<file path="src/design/csvt_pkg.sv">
// ----------------------------------------------------------------------------
// csvt_pkg: shared types and constants of the CSV stream tokenizer
// Event codes, delimiter characters and the queued event record.
// ----------------------------------------------------------------------------
package csvt_pkg;

  localparam logic [2:0] EV_CHAR      = 3'd0;
  localparam logic [2:0] EV_FIELD_END = 3'd1;
  localparam logic [2:0] EV_ROW_END   = 3'd2;
  localparam logic [2:0] EV_ERROR     = 3'd3;
  localparam logic [2:0] EV_DONE      = 3'd4;

  localparam logic [7:0] CH_QUOTE   = 8'h22;
  localparam logic [7:0] CH_COMMA   = 8'h2C;
  localparam logic [7:0] CH_NEWLINE = 8'h0A;
  localparam logic [7:0] CH_SPACE   = 8'h20;
  localparam logic [7:0] CH_TAB     = 8'h09;

  typedef struct packed {
    logic [2:0] kind;
    logic [7:0] ch;
    logic       last;
  } event_t;

endpackage

</file>
<file path="src/design/csv_stream_tokenizer.sv">
// ----------------------------------------------------------------------------
// csv_stream_tokenizer: streaming CSV tokenizer
// Decodes CSV text into field character, field end, row end, error and done
// events.
// ----------------------------------------------------------------------------
// Input channel (in_valid/in_ready): one byte of text per transaction, or an
// end marker (end_of_input = 1) that closes the text. Output channel
// (out_valid/out_ready): one event per transaction; last_of_run flags the
// final event caused by an input transaction. One input can cause up to
// three events, or none.
// The parser state is updated in the cycle an input is accepted and its
// events are written into a four-entry event queue, whose oldest entry is
// offered on the output. Throughput: one input per cycle while each input
// yields at most one event and the receiver takes one per cycle. The output
// drains one event per cycle while out_ready is high. in_ready is high while
// the queue holds at most one event, so it depends on queue fill only, not on
// out_ready: a waiting result does not block the next input as long as room
// for three events remains.
// When the receiver stalls the queue fills and in_ready drops until room is
// back. Reset clears the parser state and empties the queue. An end marker
// returns the parser to its reset state for the next text.
// ----------------------------------------------------------------------------
module csv_stream_tokenizer
  import csvt_pkg::*;
(
  input  logic       clk,
  input  logic       rst,
  input  logic       in_valid,
  output logic       in_ready,
  input  logic [7:0] in_byte,
  input  logic       end_of_input,
  output logic       out_valid,
  input  logic       out_ready,
  output logic [2:0] event_kind,
  output logic [7:0] char_out,
  output logic       last_of_run
);

  typedef enum logic [2:0] {
    PH_ROW_START   = 3'd0,
    PH_AFTER_COMMA = 3'd1,
    PH_UNQUOTED    = 3'd2,
    PH_IN_QUOTE    = 3'd3,
    PH_QUOTE_SEEN  = 3'd4,
    PH_AFTER_CLOSE = 3'd5,
    PH_ERROR       = 3'd6
  } phase_t;

  phase_t     phase, phase_next;
  logic       blank, blank_next;
  logic       seen, seen_next;

  event_t     queue [4];
  logic [1:0] wr_ptr, rd_ptr;
  logic [2:0] count;

  logic       in_acc, out_acc;
  logic [1:0] grp_n;
  logic [2:0] grp_kind [3];
  logic [7:0] grp_ch;

  logic is_blank, is_comma, is_nl, is_quote;

  assign is_blank = (in_byte == CH_SPACE) || (in_byte == CH_TAB);
  assign is_comma = (in_byte == CH_COMMA);
  assign is_nl    = (in_byte == CH_NEWLINE);
  assign is_quote = (in_byte == CH_QUOTE);

  assign in_ready  = (count <= 3'd1);
  assign in_acc    = in_valid && in_ready;
  assign out_valid = (count != 3'd0);
  assign out_acc   = out_valid && out_ready;

  assign event_kind  = queue[rd_ptr].kind;
  assign char_out    = queue[rd_ptr].ch;
  assign last_of_run = queue[rd_ptr].last;

  // Parser: next state and the group of events for the current input.
  // A character event only ever lands in the first slot.
  always_comb begin
    phase_next  = phase;
    blank_next  = blank;
    seen_next   = seen;
    grp_n       = 2'd0;
    grp_kind[0] = EV_CHAR;
    grp_kind[1] = EV_CHAR;
    grp_kind[2] = EV_CHAR;
    grp_ch      = in_byte;
    if (end_of_input) begin
      phase_next = PH_ROW_START;
      blank_next = 1'b0;
      seen_next  = 1'b0;
      unique case (phase)
        PH_ROW_START: begin
          if (blank) begin
            grp_n       = 2'd3;
            grp_kind[0] = EV_FIELD_END;
            grp_kind[1] = EV_ROW_END;
            grp_kind[2] = EV_DONE;
          end else begin
            grp_n       = 2'd1;
            grp_kind[0] = seen ? EV_DONE : EV_ERROR;
          end
        end
        PH_AFTER_COMMA: begin
          if (blank) begin
            grp_n       = 2'd3;
            grp_kind[0] = EV_FIELD_END;
            grp_kind[1] = EV_ROW_END;
            grp_kind[2] = EV_DONE;
          end else begin
            grp_n       = 2'd2;
            grp_kind[0] = EV_ROW_END;
            grp_kind[1] = EV_DONE;
          end
        end
        PH_UNQUOTED, PH_QUOTE_SEEN, PH_AFTER_CLOSE: begin
          grp_n       = 2'd3;
          grp_kind[0] = EV_FIELD_END;
          grp_kind[1] = EV_ROW_END;
          grp_kind[2] = EV_DONE;
        end
        default: begin
          grp_n       = 2'd1;
          grp_kind[0] = EV_ERROR;
        end
      endcase
    end else begin
      seen_next = 1'b1;
      unique case (phase)
        PH_ROW_START, PH_AFTER_COMMA: begin
          priority if (is_blank) begin
            blank_next = 1'b1;
          end else if (is_comma) begin
            grp_n       = 2'd1;
            grp_kind[0] = EV_FIELD_END;
            phase_next  = PH_AFTER_COMMA;
            blank_next  = 1'b0;
          end else if (is_nl) begin
            // blanks before the newline make an empty field
            if (blank) begin
              grp_n       = 2'd2;
              grp_kind[0] = EV_FIELD_END;
              grp_kind[1] = EV_ROW_END;
            end else begin
              grp_n       = 2'd1;
              grp_kind[0] = EV_ROW_END;
            end
            phase_next = PH_ROW_START;
            blank_next = 1'b0;
          end else if (is_quote) begin
            phase_next = PH_IN_QUOTE;
            blank_next = 1'b0;
          end else begin
            grp_n      = 2'd1;
            phase_next = PH_UNQUOTED;
            blank_next = 1'b0;
          end
        end
        PH_UNQUOTED: begin
          priority if (is_comma) begin
            grp_n       = 2'd1;
            grp_kind[0] = EV_FIELD_END;
            phase_next  = PH_AFTER_COMMA;
          end else if (is_nl) begin
            grp_n       = 2'd2;
            grp_kind[0] = EV_FIELD_END;
            grp_kind[1] = EV_ROW_END;
            phase_next  = PH_ROW_START;
          end else begin
            grp_n = 2'd1;
          end
        end
        PH_IN_QUOTE: begin
          if (is_quote) begin
            phase_next = PH_QUOTE_SEEN;
          end else begin
            grp_n = 2'd1;
          end
        end
        PH_QUOTE_SEEN, PH_AFTER_CLOSE: begin
          // doubled quote only counts right after a quote
          priority if (is_quote && (phase == PH_QUOTE_SEEN)) begin
            grp_n      = 2'd1;
            phase_next = PH_IN_QUOTE;
          end else if (is_blank) begin
            phase_next = PH_AFTER_CLOSE;
          end else if (is_comma) begin
            grp_n       = 2'd1;
            grp_kind[0] = EV_FIELD_END;
            phase_next  = PH_AFTER_COMMA;
          end else if (is_nl) begin
            grp_n       = 2'd2;
            grp_kind[0] = EV_FIELD_END;
            grp_kind[1] = EV_ROW_END;
            phase_next  = PH_ROW_START;
          end else begin
            grp_n       = 2'd1;
            grp_kind[0] = EV_ERROR;
            phase_next  = PH_ERROR;
          end
        end
        default: begin
          // error phase swallows bytes until the end marker
          phase_next = PH_ERROR;
        end
      endcase
    end
  end

  always_ff @(posedge clk) begin
    if (rst) begin
      phase  <= PH_ROW_START;
      blank  <= 1'b0;
      seen   <= 1'b0;
      wr_ptr <= 2'd0;
      rd_ptr <= 2'd0;
      count  <= 3'd0;
    end else begin
      if (in_acc) begin
        phase  <= phase_next;
        blank  <= blank_next;
        seen   <= seen_next;
        wr_ptr <= wr_ptr + grp_n;
      end
      if (out_acc) begin
        rd_ptr <= rd_ptr + 2'd1;
      end
      count <= count + (in_acc ? {1'b0, grp_n} : 3'd0) - (out_acc ? 3'd1 : 3'd0);
    end
  end

  always_ff @(posedge clk) begin
    if (in_acc) begin
      for (int i = 0; i < 3; i++) begin
        if (2'(i) < grp_n) begin
          queue[wr_ptr + 2'(i)].kind <= grp_kind[i];
          queue[wr_ptr + 2'(i)].ch   <= (grp_kind[i] == EV_CHAR) ? grp_ch : 8'd0;
          queue[wr_ptr + 2'(i)].last <= (2'(i) == grp_n - 2'd1);
        end
      end
    end
  end

  a_count_bound: assert property (@(posedge clk) disable iff (rst)
    count <= 3'd4)
    else $error("event queue overflow");

  a_end_resets: assert property (@(posedge clk) disable iff (rst)
    (in_acc && end_of_input) |=> (phase == PH_ROW_START) && !blank && !seen)
    else $error("end marker did not return parser to reset state");

  a_error_sticky: assert property (@(posedge clk) disable iff (rst)
    (phase == PH_ERROR) |=> (phase == PH_ERROR) || (phase == PH_ROW_START))
    else $error("error phase left without end marker");

  a_empty_pop: assert property (@(posedge clk) disable iff (rst)
    (count == 3'd0 && !in_acc) |=> !out_valid)
    else $error("output valid with empty queue");

endmodule
</file>
<file path="config.mk">
export PLATFORM = sky130hd
export DESIGN_NAME = csv_stream_tokenizer
export DESIGN_NICKNAME = d
export VERILOG_FILES = /design/src/design/csvt_pkg.sv /design/src/design/csv_stream_tokenizer.sv
export SDC_FILE = /design/constraint.sdc
export NUM_CORES = 1
export LEC_CHECK = 0
export ABC_AREA = 1
export BUFFER_PORTS_ARGS = -buffer_cell sky130_fd_sc_hd__buf_2
export CAP_MARGIN = 30
export CORE_MARGIN = 10
export CORE_UTILIZATION = 60
export CTS_BUF_LIST = sky130_fd_sc_hd__clkbuf_16
export CTS_CLUSTER_DIAMETER = 200
export DETAILED_ROUTE_END_ITERATION = 10
export PLACE_DENSITY = 0.86
export SYNTH_ARGS = -nofsm -noshare
export SYNTH_HDL_FRONTEND = slang
export SYNTH_SLANG_ARGS = --single-unit
</file>
<file path="constraint.sdc">
create_clock -name clk -period 6.8 [get_ports clk]
set_clock_uncertainty 0.15 [all_clocks]
set_input_delay 1.36 -clock clk [delete_from_list [all_inputs] [get_ports clk]]
set_output_delay 1.36 -clock clk [all_outputs]
set_load 0.02 [all_outputs]
</file>
== Word level (Yosys, flattened, before mapping) ==
Memory sizes are Yosys's and may differ from the RTL's. A register that Yosys moved wholly into a read port is not among the register bits.
Cells that the tools add are included.

* Logic and storage cells: 121
* Memories: 1
* Bits in latches: 0
* Memory bits (read-only): 0
* Bits in writable memories: 48
* Register bits after elaboration: 12
* Bits of input ports: 13

* Equality and inequality tests: 15
* $add $sub $neg: 7
* Div/mod/pow operators: 0
* Reductions and logical operators: 16
* Shift-type cells: 0
* Bitwise operators: 0
* Multipliers: 0
* Order comparisons: 4
* Multiplexer cells: 72

{| class="wikitable"
|+ Memory list
! memory !! depth !! bits a word !! rd ports !! clocked after Yosys merged registers in !! wr ports !! RTL line !! source
|-
| queue || 4 || 12 || 1 || 1 || 3 || csv_stream_tokenizer.sv:53 || <nowiki>event_t queue [4];</nowiki>
|}

{| class="wikitable"
|+ Operators by type and width
! operator !! number
|-
| $mux 3 || 18
|-
| $mux 2 || 20
|-
| $pmux 6 s3 || 2
|-
| $eq 8x6->1 const B || 3
|-
| $mux 6 || 4
|-
| $mux 8 || 3
|-
| $mux 1 || 17
|-
| $eq 8x4->1 const B || 2
|-
| $mux 5 || 3
|-
| $logic_not 3->1 || 4
|-
| $pmux 3 s4 || 1
|-
| $pmux 3 s3 || 1
|-
| $pmux 2 s4 || 1
|-
| $eq 3x2->1 const B || 2
|-
| $eq 3x3->1 const B || 2
|-
| $ne 3x3->1 const B || 2
|-
| $pmux 2 s3 || 1
|-
| $add 2x1->2 const B || 2
|-
| $lt 1x2->1 const A || 2
|-
| $mux 4 || 1
|-
| $ne 4x4->1 const B || 1
|-
| $reduce_and 4->1 || 1
|-
| $reduce_or 2->1 || 2
|-
| $add 3x2->3 || 1
|-
| other kinds (16) || 18
|}

== Longest topological paths before layout ==
* Depth after elaboration: 11
* Gate-level depth with buffers: 18
* Depth with buffers taken out: 18

== Least setup slack after synthesis ==
OpenSTA, ideal clock, no wires.

* Kind: in2reg
* From: input port in_byte[6]
* To: register count[2]
* Arrival: 3385 ps
* Data required time: 6530 ps
* Setup time: 120 ps
* Slack: 3145 ps
* Cell stages on the path: 18
* Path buffers: 0
* Cell sequence: inv_1 > nand2_1 > nor2_2 > nand2_1 > nand2_1 > nor2_1 > nand2_1 > nand3_1 > nand2_1 > nand2_1 > nand2_1 > ha_1 > inv_1 > ha_1 > fa_1 > xor2_1 > o21ai_0 > a21oi_1

* Word-level cells in the longest chain between the ends: 10
* Elaborated cells on any way between the ends: 20

{| class="wikitable"
|+ Ends and longest elaborated chain
! item !! RTL line !! source
|-
| start, declared || csv_stream_tokenizer.sv:30 || <nowiki>input logic [7:0] in_byte,</nowiki>
|-
| $eq 8x4->1 / $eq 8x6->1 (equally long branches) || csv_stream_tokenizer.sv:66, csv_stream_tokenizer.sv:67 ||
|-
| $mux 2 / $mux 1 (equally long branches) || - ||
|-
| $mux 2 (on tied branches) || csv_stream_tokenizer.sv:161, csv_stream_tokenizer.sv:139 ||
|-
| $mux 2 (on tied branches) || csv_stream_tokenizer.sv:186, csv_stream_tokenizer.sv:134 ||
|-
| $mux 2 (on tied branches) || csv_stream_tokenizer.sv:183, csv_stream_tokenizer.sv:132 ||
|-
| $pmux 2 s4 * || csv_stream_tokenizer.sv:130 || <nowiki>unique case (phase)</nowiki>
|-
| $mux 2 * || csv_stream_tokenizer.sv:89 || <nowiki>if (end_of_input) begin</nowiki>
|-
| $mux 2 * || csv_stream_tokenizer.sv:229 || <nowiki>count <= count + (in_acc ? {1'b0, grp_n} : 3'd0) - (out_acc ? 3'd1 : 3'd0);</nowiki>
|-
| $add 3x2->3 * || csv_stream_tokenizer.sv:229 ||
|-
| $sub 3x1->3 * || csv_stream_tokenizer.sv:229 ||
|-
| end signal, assigned || csv_stream_tokenizer.sv:229 ||
|-
| end, declared || csv_stream_tokenizer.sv:55 || <nowiki>logic [2:0] count;</nowiki>
|}

Mark *: on every way between the ends. The rest lies on a longest branch, timed or not.
A chain may end at the register's enable or synchronous reset.

==> impl_metrics.yaml <==
die:
  coreArea_mm2: 0.00554
  die_w_um: 95.9
  io_pins: 27
  start_util_pct: 62.4
  dieArea_mm2: 0.00920
  rows: 27
  die_h_um: 95.9
cts:
  cts_buffers: 9
  clock-sinks: 62
  post_cts_buffers: 0
  clk_latency_ns: 0.32
  cts.clk_slew.worst_paths_ns: 0.05
  ctsResizeCount: 0
  cts_tree: "yes"
  cts_max_path_buffers: 2
  ctsHoldBuffers: 0
  h-tree-depth: 3
  cts-root-buf: "clkbuf_16"
cells_and_area:
  finalInstanceArea_mm2: 0.00394
  syn_to_final_growth_pct: 14.0
  insertedDiodeCount: 0
  num-fill-cells: 428
  fin_nets: 481
  post-route-util_pct: 71.2
  ff_latch_area_mm2: 0.00164
  multi_input_area_mm2: 0.00156
  drive_gt1_share_pct: 15.6
worst_setup_path:
  end_kind: "output port"
  cp.required_ns: 5.29
  crit_chain: "inv_1 > o21ai_0 > o22ai_1 > buf_2"
  slowest_delay_ns: 0.85
  slowest_stage: "dfxtp_1"
  critPathMaxFanout: 25
  crit_type: "reg -> out"
  worstPathArrival_ns: 2.41
  crit_path_start_kind: "flip-flop"
logic_synthesis:
  netlist_instances: 437
  ys_seq_area_share_pct: 47.5
  syn_area_mm2: 0.00346
  avgSynthCellArea_um2: 7.91
  synth_cell_type_count: 35
  synth_warnings: 0
  synth-seq-cells: 62
  syn_nets: 455
min_path:
  hold_class: "reg -> reg"
detailed_routing:
  wl_mm: 8.68
  first_pass_iters: 7
  routed_via_density: 5.99
  wl_per_cell_um: 16.1
  drc: 0
  drt_iter0_drc: 402
  vias: 3237
  ant_nets: 0
timing:
  finalSetupTns_ns: 0
  fmax_ghz: 0.255
  rsz0062_at_grt: "no"
  finalCritPeriodShare_pct: 57.7
  setup_viol: 0
  slew_viol_final: 0
  relSlewSlack_pct: 45.2
  finalCriticalPeriod_ns: 3.92
  hold_viol: 0
  holdWs_ns: 0.312
  tightest_slew_ns: 0.821
power_and_ir_drop:
  power.switching_mw: 0.532
  cellPowerDensity_mw_per_mm2: 372
  p_comb_share_pct: 31.4
  p_clk_share_pct: 32.6
  max-vdd-ir-drop_v: 0.000273
  pwr-share-seq_pct: 36.0
  p_int_mw: 0.933
  swShare_pct: 36.3
  power.leakage_nw: 1.68
grt:
  overflow: 0
  grt_usage_pct: 19.6
  antenna_found_initial: 0
  grt_pass1_vias: 3064
  grt_pass1_wl_mm: 14.1
  grt_max_degree: 26
placed_design:
  port_buffers: 26
  dpl_cell_area_mm2: 0.00363
  dp_hpwl_mm: 6.03
  gp_congestion: 0.925
job:
  drv_cap: 0
status:
  outcome: "complete, no violations"
[power groups by stage]
stage | combinational, mW | sequential [mW] | clock (mW)
CTS | 0.458 | 0.526 | 0.478
floorplan | 0.342 | 0.508 | 0
finish | 0.460 | 0.527 | 0.478
detailed placement | 0.450 | 0.532 | 0
global route | 0.510 | 0.534 | 0.500
global placement | 0.435 | 0.529 | 0
[final cells by class]
type / count / share of cell area [%]
sequential: 62 / 41.6
multi-input combinational: 309 / 39.5
clock buffer: 9 / 5.71
inverter: 55 / 5.24
timing repair buffer: 26 / 3.30
clock inverter: 7 / 2.28
tap: 72 / 2.28
[placed cells by master (no fill, tap or decap), drive strengths merged]
master and n:
a211oi 1, dfxtp 22, o221ai 1, bufinv 2, nor3b 1, o22ai 12
nor2 83, nand4 8, o21a 2, inv 55, nand2 94, a21oi 17
o2111ai 1, fa 1, nand3 22, ha 4, edfxtp 40, clkinv 4
buf 26, o2111a 1, o21bai 1, nor3 5, clkinvlp 1, xor2 1
o21ai 46, clkbuf 9, o211ai 8
[flip-flops by register name, summed over array words and instances, names as in the netlist, named ones only]
register  cells
seen          1
wr_ptr        2
queue        48
count         3
rd_ptr        2
phase         3
blank         1
[Yosys cell counts]
library cell | number | area [um2]
a211oi_1 | 1 | 7.51
a21oi_1 | 17 | 85.1
buf_2 | 2 | 10.0
buf_6 | 1 | 11.3
clkbuf_1 | 8 | 30.0
clkinv_1 | 1 | 3.75
dfxtp_1 | 22 | 440
edfxtp_1 | 40 | 1200
fa_1 | 1 | 20.0
ha_1 | 4 | 50.1
inv_1 | 44 | 165
inv_2 | 10 | 37.5
nand2_1 | 84 | 315
nand2_2 | 10 | 62.6
nand3_1 | 17 | 85.1
nand3_2 | 2 | 20.0
nand3_4 | 3 | 52.6
nand4_1 | 8 | 50.1
nor2_1 | 79 | 297
nor2_2 | 3 | 18.8
nor2_4 | 1 | 11.3
nor3_1 | 3 | 15.0
nor3_4 | 2 | 32.5
nor3b_1 | 1 | 7.51
o2111a_1 | 1 | 11.3
o2111ai_1 | 1 | 8.76
o211ai_1 | 8 | 60.1
o21a_1 | 2 | 15.0
o21ai_0 | 36 | 180
o21ai_1 | 9 | 45.0
o21ai_2 | 1 | 8.76
o21bai_1 | 1 | 7.51
o221ai_1 | 1 | 8.76
o22ai_1 | 12 | 75.1
xor2_1 | 1 | 8.76
[final timing paths]
path,from,endpoint,slack (ns),cells past startpoint
setup / recovery,flip-flop,event_kind[1],2.88,4
hold / removal,count[2],count[2],0.31,1
setup reg to reg,phase[1],count[2],3.72,16
hold reg to reg,count[2],count[2],0.31,1
[per-layer routing]
layer  wire length [um]  track usage, %  share of wire, %
met1               3250            22.6                37
met2               4310            33.0                50
met3                790            4.59               9.1
met4                335            10.6               3.9
met5                  0               0                 0
[metrics by stage]
stage	power (mW)	instances	setup WS, ns
floorplan	0.851	437	3.14
global placement	0.963	524	2.88
finish	1.47	540	2.88
global route	1.54	540	2.70
CTS	1.46	540	2.91
detailed placement	0.981	524	2.72
[cells by family (layout without fill, tap and decap cells)]
| logic type | after synthesis | count (layout) | share of synthesized area [%] |
|---|---|---|---|
| AOI/OAI and AO/OA | 90 | 90 | 14.8 |
| and+or+nand+nor | 213 | 213 | 28.0 |
| xor gates and xnor gates | 1 | 1 | 0.253 |
| DFF | 62 | 62 | 47.5 |
| adders and majority gates | 5 | 5 | 2.03 |
| buffers and inverters | 66 | 97 | 7.45 |
[critical path: cells and delay by family, from the launching register on]
| kind | cells | cell delay (ns) |
|---|---|---|
| buffers and inverters | 2 | 0.73 |
| flip-flops | 1 | 0.85 |
| AO/OA/AOI/OAI | 2 | 0.50 |
Note: power is estimated with default switching activity, not from simulation.
